`src/hdl/u8tc_pkg.sv`:
```
// ----------------------------------------------------------------------------
// u8tc_pkg
// Types and constants shared by the UTF-8 / UCS-4 transcoder modules.
// ----------------------------------------------------------------------------
`default_nettype none

package u8tc_pkg;

    localparam int unsigned WORD_W = 32;
    localparam int unsigned CODE_W = 31;
    localparam int unsigned CNT_W  = 3;

    localparam logic DIR_DECODE = 1'b0;
    localparam logic DIR_ENCODE = 1'b1;

    localparam logic STATUS_OK    = 1'b0;
    localparam logic STATUS_TRUNC = 1'b1;

    localparam logic [WORD_W-1:0] LIMIT_1B = 32'h0000_0080;
    localparam logic [WORD_W-1:0] LIMIT_2B = 32'h0000_0800;
    localparam logic [WORD_W-1:0] LIMIT_3B = 32'h0001_0000;
    localparam logic [WORD_W-1:0] LIMIT_4B = 32'h0020_0000;
    localparam logic [WORD_W-1:0] LIMIT_5B = 32'h0400_0000;

    localparam logic [1:0] CONT_TAG = 2'b10;

    typedef struct packed {
        logic              emit;
        logic [WORD_W-1:0] value;
        logic              last;
        logic              status;
        logic              done;
    } res_t;

endpackage

`default_nettype wire

```
`src/hdl/u8tc_decoder.sv`:
```
// ----------------------------------------------------------------------------
// u8tc_decoder
// UTF-8 byte decoder step with partial code point and pending count state.
// ----------------------------------------------------------------------------
`default_nettype none

module u8tc_decoder
    import u8tc_pkg::*;
(
    input  wire logic        clk,
    input  wire logic        rst_n,
    input  wire logic        go,
    input  wire logic [7:0]  byte_in,
    input  wire logic        end_in,
    output res_t             res
);

    logic [CODE_W-1:0] partial_reg;
    logic [CODE_W-1:0] partial_next;
    logic [CNT_W-1:0]  pending_reg;
    logic [CNT_W-1:0]  pending_next;

    always_comb
    begin
        partial_next = partial_reg;
        pending_next = pending_reg;
        res.emit     = 1'b0;
        res.value    = '0;
        res.last     = 1'b1;
        res.status   = STATUS_OK;
        res.done     = 1'b1;
        if (pending_reg != '0)
        begin
            partial_next = {partial_reg[CODE_W-7:0], byte_in[5:0]};
            pending_next = pending_reg - CNT_W'(1);
            if (pending_reg == CNT_W'(1))
            begin
                res.emit     = 1'b1;
                res.value    = {1'b0, partial_next};
                partial_next = '0;
            end
        end
        else if (byte_in inside {[8'h00:8'h7f]})
        begin
            res.emit  = 1'b1;
            res.value = {24'd0, byte_in};
        end
        else if (byte_in inside {[8'hc0:8'hdf]})
        begin
            partial_next = CODE_W'(byte_in[4:0]);
            pending_next = CNT_W'(1);
        end
        else if (byte_in inside {[8'he0:8'hef]})
        begin
            partial_next = CODE_W'(byte_in[3:0]);
            pending_next = CNT_W'(2);
        end
        else if (byte_in inside {[8'hf0:8'hf7]})
        begin
            partial_next = CODE_W'(byte_in[2:0]);
            pending_next = CNT_W'(3);
        end
        else if (byte_in inside {[8'hf8:8'hfb]})
        begin
            partial_next = CODE_W'(byte_in[1:0]);
            pending_next = CNT_W'(4);
        end
        else if (byte_in inside {[8'hfc:8'hfd]})
        begin
            partial_next = CODE_W'(byte_in[0]);
            pending_next = CNT_W'(5);
        end
        else
        begin
            res.emit  = 1'b1;
            res.value = {24'd0, byte_in};
        end
        // drop an unfinished sequence at end of stream
        if (end_in && !res.emit && pending_next != '0)
        begin
            partial_next = '0;
            pending_next = '0;
            res.emit     = 1'b1;
            res.value    = '0;
            res.status   = STATUS_TRUNC;
        end
    end

    always_ff @(posedge clk or negedge rst_n)
    begin
        if (!rst_n)
        begin
            partial_reg <= '0;
            pending_reg <= '0;
        end
        else if (go)
        begin
            partial_reg <= partial_next;
            pending_reg <= pending_next;
        end
    end

endmodule

`default_nettype wire

```
`src/hdl/u8tc_encoder.sv`:
```
// ----------------------------------------------------------------------------
// u8tc_encoder
// UCS-4 word to UTF-8 byte serializer, one byte per step.
// ----------------------------------------------------------------------------
`default_nettype none

module u8tc_encoder
    import u8tc_pkg::*;
(
    input  wire logic              clk,
    input  wire logic              rst_n,
    input  wire logic              go,
    input  wire logic [WORD_W-1:0] word,
    output res_t                   res
);

    logic [CNT_W-1:0] idx_reg;
    logic [CNT_W-1:0] idx_next;
    logic [CNT_W-1:0] extra;
    logic [CNT_W-1:0] count;
    logic [CNT_W-1:0] sel;
    logic [5:0]       slice;
    logic [7:0]       lead;

    always_comb
    begin
        if (word < LIMIT_1B)
            extra = CNT_W'(0);
        else if (word < LIMIT_2B)
            extra = CNT_W'(1);
        else if (word < LIMIT_3B)
            extra = CNT_W'(2);
        else if (word < LIMIT_4B)
            extra = CNT_W'(3);
        else if (word < LIMIT_5B)
            extra = CNT_W'(4);
        else
            extra = CNT_W'(5);
        count = word[WORD_W-1] ? '0 : extra + CNT_W'(1);

        case (extra)
            CNT_W'(1): lead = {3'b110, word[10:6]};
            CNT_W'(2): lead = {4'b1110, word[15:12]};
            CNT_W'(3): lead = {5'b11110, word[20:18]};
            CNT_W'(4): lead = {6'b111110, word[25:24]};
            CNT_W'(5): lead = {7'b1111110, word[30]};
            default:   lead = word[7:0];
        endcase

        sel = extra - idx_reg;
        case (sel)
            CNT_W'(0): slice = word[5:0];
            CNT_W'(1): slice = word[11:6];
            CNT_W'(2): slice = word[17:12];
            CNT_W'(3): slice = word[23:18];
            CNT_W'(4): slice = word[29:24];
            default:   slice = '0;
        endcase

        res.emit   = (count != '0);
        res.status = STATUS_OK;
        res.done   = (count == '0) || (idx_reg == count - CNT_W'(1));
        res.last   = res.done;
        if (idx_reg == '0)
            res.value = {24'd0, lead};
        else
            res.value = {24'd0, CONT_TAG, slice};

        idx_next = res.done ? '0 : idx_reg + CNT_W'(1);
    end

    always_ff @(posedge clk or negedge rst_n)
    begin
        if (!rst_n)
            idx_reg <= '0;
        else if (go)
            idx_reg <= idx_next;
    end

endmodule

`default_nettype wire

```
`src/hdl/utf8_ucs4_transcoder.sv`:
```
// ----------------------------------------------------------------------------
// utf8_ucs4_transcoder
// UTF-8 (six-byte form) to UCS-4 decoder and UCS-4 to UTF-8 encoder.
// ----------------------------------------------------------------------------
// Usage:
//   Input words enter on in_valid/in_ready, results leave on out_valid/
//   out_ready. cfg_write_en with cfg_write_data selects decode (0) or
//   encode (1); write it only while the block is idle.
//   A word is captured in an input register, processed by one level of
//   logic and placed in the output register.
//   Decode: one byte per cycle sustained while the output does not stall,
//   at most one result per byte.
//   Encode: 1 to 6 output bytes per word, set by the byte serializer; the
//   next word is taken only as the last byte leaves; words at or above
//   0x80000000 pass with no result.
//   Reset clears the direction, the decode and encode state and the valid flags of both registers.
//   When out_ready is low the output register holds, the input register
//   fills, and in_ready drops until the receiver takes the pending result.
// ----------------------------------------------------------------------------
`default_nettype none

module utf8_ucs4_transcoder
    import u8tc_pkg::*;
(
    input  wire logic              clk,
    input  wire logic              rst_n,
    input  wire logic              cfg_write_en,
    input  wire logic              cfg_write_data,
    input  wire logic              in_valid,
    output logic                   in_ready,
    input  wire logic [WORD_W-1:0] in_value,
    input  wire logic              in_end,
    output logic                   out_valid,
    input  wire logic              out_ready,
    output logic [WORD_W-1:0]      out_value,
    output logic                   out_last,
    output logic                   out_status
);

    logic              dir_reg;
    logic              a_valid_reg;
    logic [WORD_W-1:0] a_value_reg;
    logic              a_end_reg;
    logic              out_valid_reg;
    logic              out_valid_next;
    logic [WORD_W-1:0] out_value_reg;
    logic              out_last_reg;
    logic              out_status_reg;
    logic              out_open;
    logic              a_fire;
    logic              in_fire;
    res_t              dec_res;
    res_t              enc_res;
    res_t              sel_res;

    assign out_open = !out_valid_reg || out_ready;
    assign a_fire   = a_valid_reg && out_open;
    assign sel_res  = (dir_reg == DIR_ENCODE) ? enc_res : dec_res;
    assign in_ready = !a_valid_reg || (a_fire && sel_res.done);
    assign in_fire  = in_valid && in_ready;

    u8tc_decoder u_dec (
        .clk     (clk),
        .rst_n   (rst_n),
        .go      (a_fire && (dir_reg == DIR_DECODE)),
        .byte_in (a_value_reg[7:0]),
        .end_in  (a_end_reg),
        .res     (dec_res)
    );

    u8tc_encoder u_enc (
        .clk   (clk),
        .rst_n (rst_n),
        .go    (a_fire && (dir_reg == DIR_ENCODE)),
        .word  (a_value_reg),
        .res   (enc_res)
    );

    always_comb
    begin
        out_valid_next = out_valid_reg;
        if (out_open)
            out_valid_next = a_fire && sel_res.emit;
    end

    always_ff @(posedge clk or negedge rst_n)
    begin
        if (!rst_n)
        begin
            dir_reg       <= DIR_DECODE;
            a_valid_reg   <= 1'b0;
            out_valid_reg <= 1'b0;
        end
        else
        begin
            if (cfg_write_en)
                dir_reg <= cfg_write_data;
            if (in_ready)
                a_valid_reg <= in_valid;
            out_valid_reg <= out_valid_next;
        end
    end

    always_ff @(posedge clk)
    begin
        if (in_fire)
        begin
            a_value_reg <= in_value;
            a_end_reg   <= in_end;
        end
        if (a_fire && sel_res.emit)
        begin
            out_value_reg  <= sel_res.value;
            out_last_reg   <= sel_res.last;
            out_status_reg <= sel_res.status;
        end
    end

    assign out_valid  = out_valid_reg;
    assign out_value  = out_value_reg;
    assign out_last   = out_last_reg;
    assign out_status = out_status_reg;

endmodule

`default_nettype wire

```
`config.mk`:
```
export PLATFORM = sky130hd
export DESIGN_NAME = utf8_ucs4_transcoder
export DESIGN_NICKNAME = d
export VERILOG_FILES = /design/src/hdl/u8tc_pkg.sv /design/src/hdl/u8tc_decoder.sv /design/src/hdl/u8tc_encoder.sv /design/src/hdl/utf8_ucs4_transcoder.sv
export SDC_FILE = /design/constraint.sdc
export NUM_CORES = 1
export LEC_CHECK = 0
export BUFFER_PORTS_ARGS = -buffer_cell sky130_fd_sc_hd__buf_2
export CORE_MARGIN = 2
export CORE_UTILIZATION = 40
export CTS_BUF_LIST = sky130_fd_sc_hd__clkbuf_16
export DETAILED_ROUTE_END_ITERATION = 12
export PLACE_DENSITY = 0.68
export SLEW_MARGIN = 10
export SYNTH_ARGS = -nofsm -noshare
export SYNTH_HDL_FRONTEND = slang
export SYNTH_SLANG_ARGS = --single-unit
export TNS_END_PERCENT = 20
```
`constraint.sdc`:
```
create_clock -name clk -period 13.95 [get_ports clk]
set_input_delay 2.79 -clock clk [delete_from_list [all_inputs] [get_ports clk]]
set_output_delay 2.79 -clock clk [all_outputs]
set_load 0.03 [all_outputs]
```
==> flow_summary.yaml <==
status:
  status: "finished with violations"
  violations: "DRC"
routing:
  via_per_inst: 5.48
  wl_met2_um: 4810
  drtIter0Drc: 250
  drt_first_pass_iters: 8
  routedWlPerCell_um: 17.5
  drt-met1-wl_um: 4750
  antenna_left: 0
  drt_wl_total_um: 10400
  top_layer: "met4"
  vias: 3261
  dr_wl_met3_um: 566
  drc: 7
cells_and_area:
  seqCellArea_mm2: 0.00283
  final_cells: 595
  multi_input_area_mm2: 0.00181
  fin_util: 0.482
  nNetsFinal: 500
  n_antenna_cell: 0
  fin_area_mm2: 0.00555
  drive_above_1_share: 0.261
  area_growth_pct: 16.4
  largest_reg_flops: 32
  fillers: 1028
cts:
  ctsHtreeMaxLevel: 3
  cts.sinks: 100
  clk_path_buf_depth: 2
  clk_latency_ns: 0.35
  root_buffer: "clkbuf_16"
  cts_inserted_buffers: 9
  cts_resized: 0
  clk_pin_slew_ns: 0.07
  hold_buffers: 0
  post-cts-setup-buffers: 0
  cts_tree: "yes"
synthesis:
  async_reset_ff_frac: 0.340
  ys_ff_latch: 100
  syn_avg_cell_area_um2: 12.6
  synth.top_cell.area_share: 0.416
  syn_area_mm2: 0.00477
  synth_warnings: 0
  synthMostInstantiatedCell: "edfxtp_1"
  ys.flop_type: "edfxtp_1"
  yosysSeqAreaShare: 0.594
  netlist_instances: 377
  synthTopCellsByArea: "edfxtp_1, dfrtp_1, a22o_1, and2_1, ha_1"
  syn_nets: 430
  synth_edf_count: 66
  netlist-cell-type-count: 63
  synth_area_leader_cell: "edfxtp_1"
  synthTopCellsByCount: "edfxtp_1, dfrtp_1, and2_1, nand2_1, a22o_1"
global_routing:
  grt_pass1_vias: 3225
  antenna_found_initial: 0
  grtUsageTotal: 0.170
  grt_pass1_wl_um: 16900
  overflow: 0
  grt_max_degree: 35
sta:
  setup_viol: 0
  slew_headroom: 0.224
  rsz0062_at_grt: "false"
  fin_skew_ns: 0.00763
  setup_tns_ns: 0
  fin_ws_ns: 7.08
  fin_crit_sh: 0.492
  final-hold-violation-count: 0
  timing.hold.ws_ns: 0.499
  max_freq_mhz: 146
  tightest_slew_ns: 1.16
  fin_crit_ns: 6.87
  slew_violations: 0
placement:
  dp_hpwl_um: 7560
  place_ws_ns: 7.45
  gp_congestion: 0.894
  port_buffers: 73
  post-place-cells: 579
  place_area_mm2: 0.00526
setup_path:
  worstPathArrival_ns: 4.08
  end_kind: "primary output"
  path_class: "register to primary output"
  worstSetupStartpointType: "register"
  cp.required_ns: 11.16
  cp_max_fo: 9
power_and_ir_drop:
  peakVddDrop_uv: 119
  powerDensity_mw_per_mm2: 202
  p_leak_nw: 2.32
  finalPower_mw: 1.12
floorplan:
  die_area_mm2: 0.0128
  io-pin-count: 75
  rows: 39
  die_w_um: 113
  coreArea_mm2: 0.0115
  start_util: 0.414
  die_y_um: 113
worst_hold_path:
  hold_path_class: "register to register"
flow_run:
  drv_cap: 0
[cell usage in the layout (no fill, tap or decap), types with 3 or more instances in the layout]
cell type  instances
inv_1             14
a22o_1            24
and2_1            27
o21ai_0           13
nand2_1           27
buf_4              3
o31ai_1            4
a21oi_1           15
ha_1              13
a221o_1            3
a211o_1            4
dfrtp_1           34
a22oi_1            3
clkinv_4           3
nor3_1             3
edfxtp_1          66
nor2_1            16
clkbuf_16          9
buf_2             73
xnor2_1            4
nand3_1           18
nand2b_1           7
mux4_2             6
a31oi_1            5
[layer usage]
layer,up-vias,global-route usage
met2,121,0.265
met3,26,0.0380
met5,-,0
met1,1546,0.231
li1,1568,-
met4,0,0.0699
[power breakdown]
part / leakage (nW) / switching [mW] / internal, mW
registers: 1.08 / 0.0624 / 0.417
clock network: 0.142 / 0.115 / 0.124
logic: 1.09 / 0.257 / 0.143
[final cells by class]
type                    count  share of cell area
multi-input cells         246               0.326
inverters                  14             0.00947
well taps                 143              0.0322
clock inverters             7              0.0117
repair buffers             76              0.0699
flip-flops and latches    100               0.510
clock buffers               9              0.0406
[worst max-delay path, cell delays in order (launching register included)]
cell,delay [ns]
edfxtp_1,0.42
nor4_2,0.40
nand4_2,0.30
inv_2,0.24
nand2_1,0.13
inv_1,0.15
ha_1,0.17
ha_1,0.22
or2_2,0.27
ha_1,0.29
xnor2_1,0.14
nor2_2,0.18
nand3_1,0.10
mux2_4,0.29
a41oi_2,0.21
buf_2,0.23
[cells by family after synthesis]
logic type / after synthesis / synth area share
simple gates: 122 / 0.143
flops: 100 / 0.594
compound gates: 93 / 0.145
buf+inv: 31 / 0.0278
fa+ha+maj: 14 / 0.0383
mux: 10 / 0.0383
xor+xnor: 6 / 0.0126
other cells: 1 / 0.000787
[final timing paths]
| kind | to | slack (ns) | depth (start not counted) | start |
|---|---|---|---|---|
| min in group asynchronous | u_dec.partial_reg[14] | 2.51 | 1 | rst_n |
| worst max-delay path | in_ready | 7.08 | 15 | a_value_reg[31] |
| worst min-delay path | u_dec.partial_reg[22] | 0.50 | 1 | u_dec.partial_reg[22] |
| worst min register to register | u_dec.partial_reg[22] | 0.50 | 1 | u_dec.partial_reg[22] |
| worst max register to register | a_end_reg | 9.55 | 16 | a_value_reg[31] |
| max in group asynchronous | u_dec.partial_reg[0] | 10.95 | 1 | rst_n |
No activity file was read; power rests on OpenSTA's default activity.
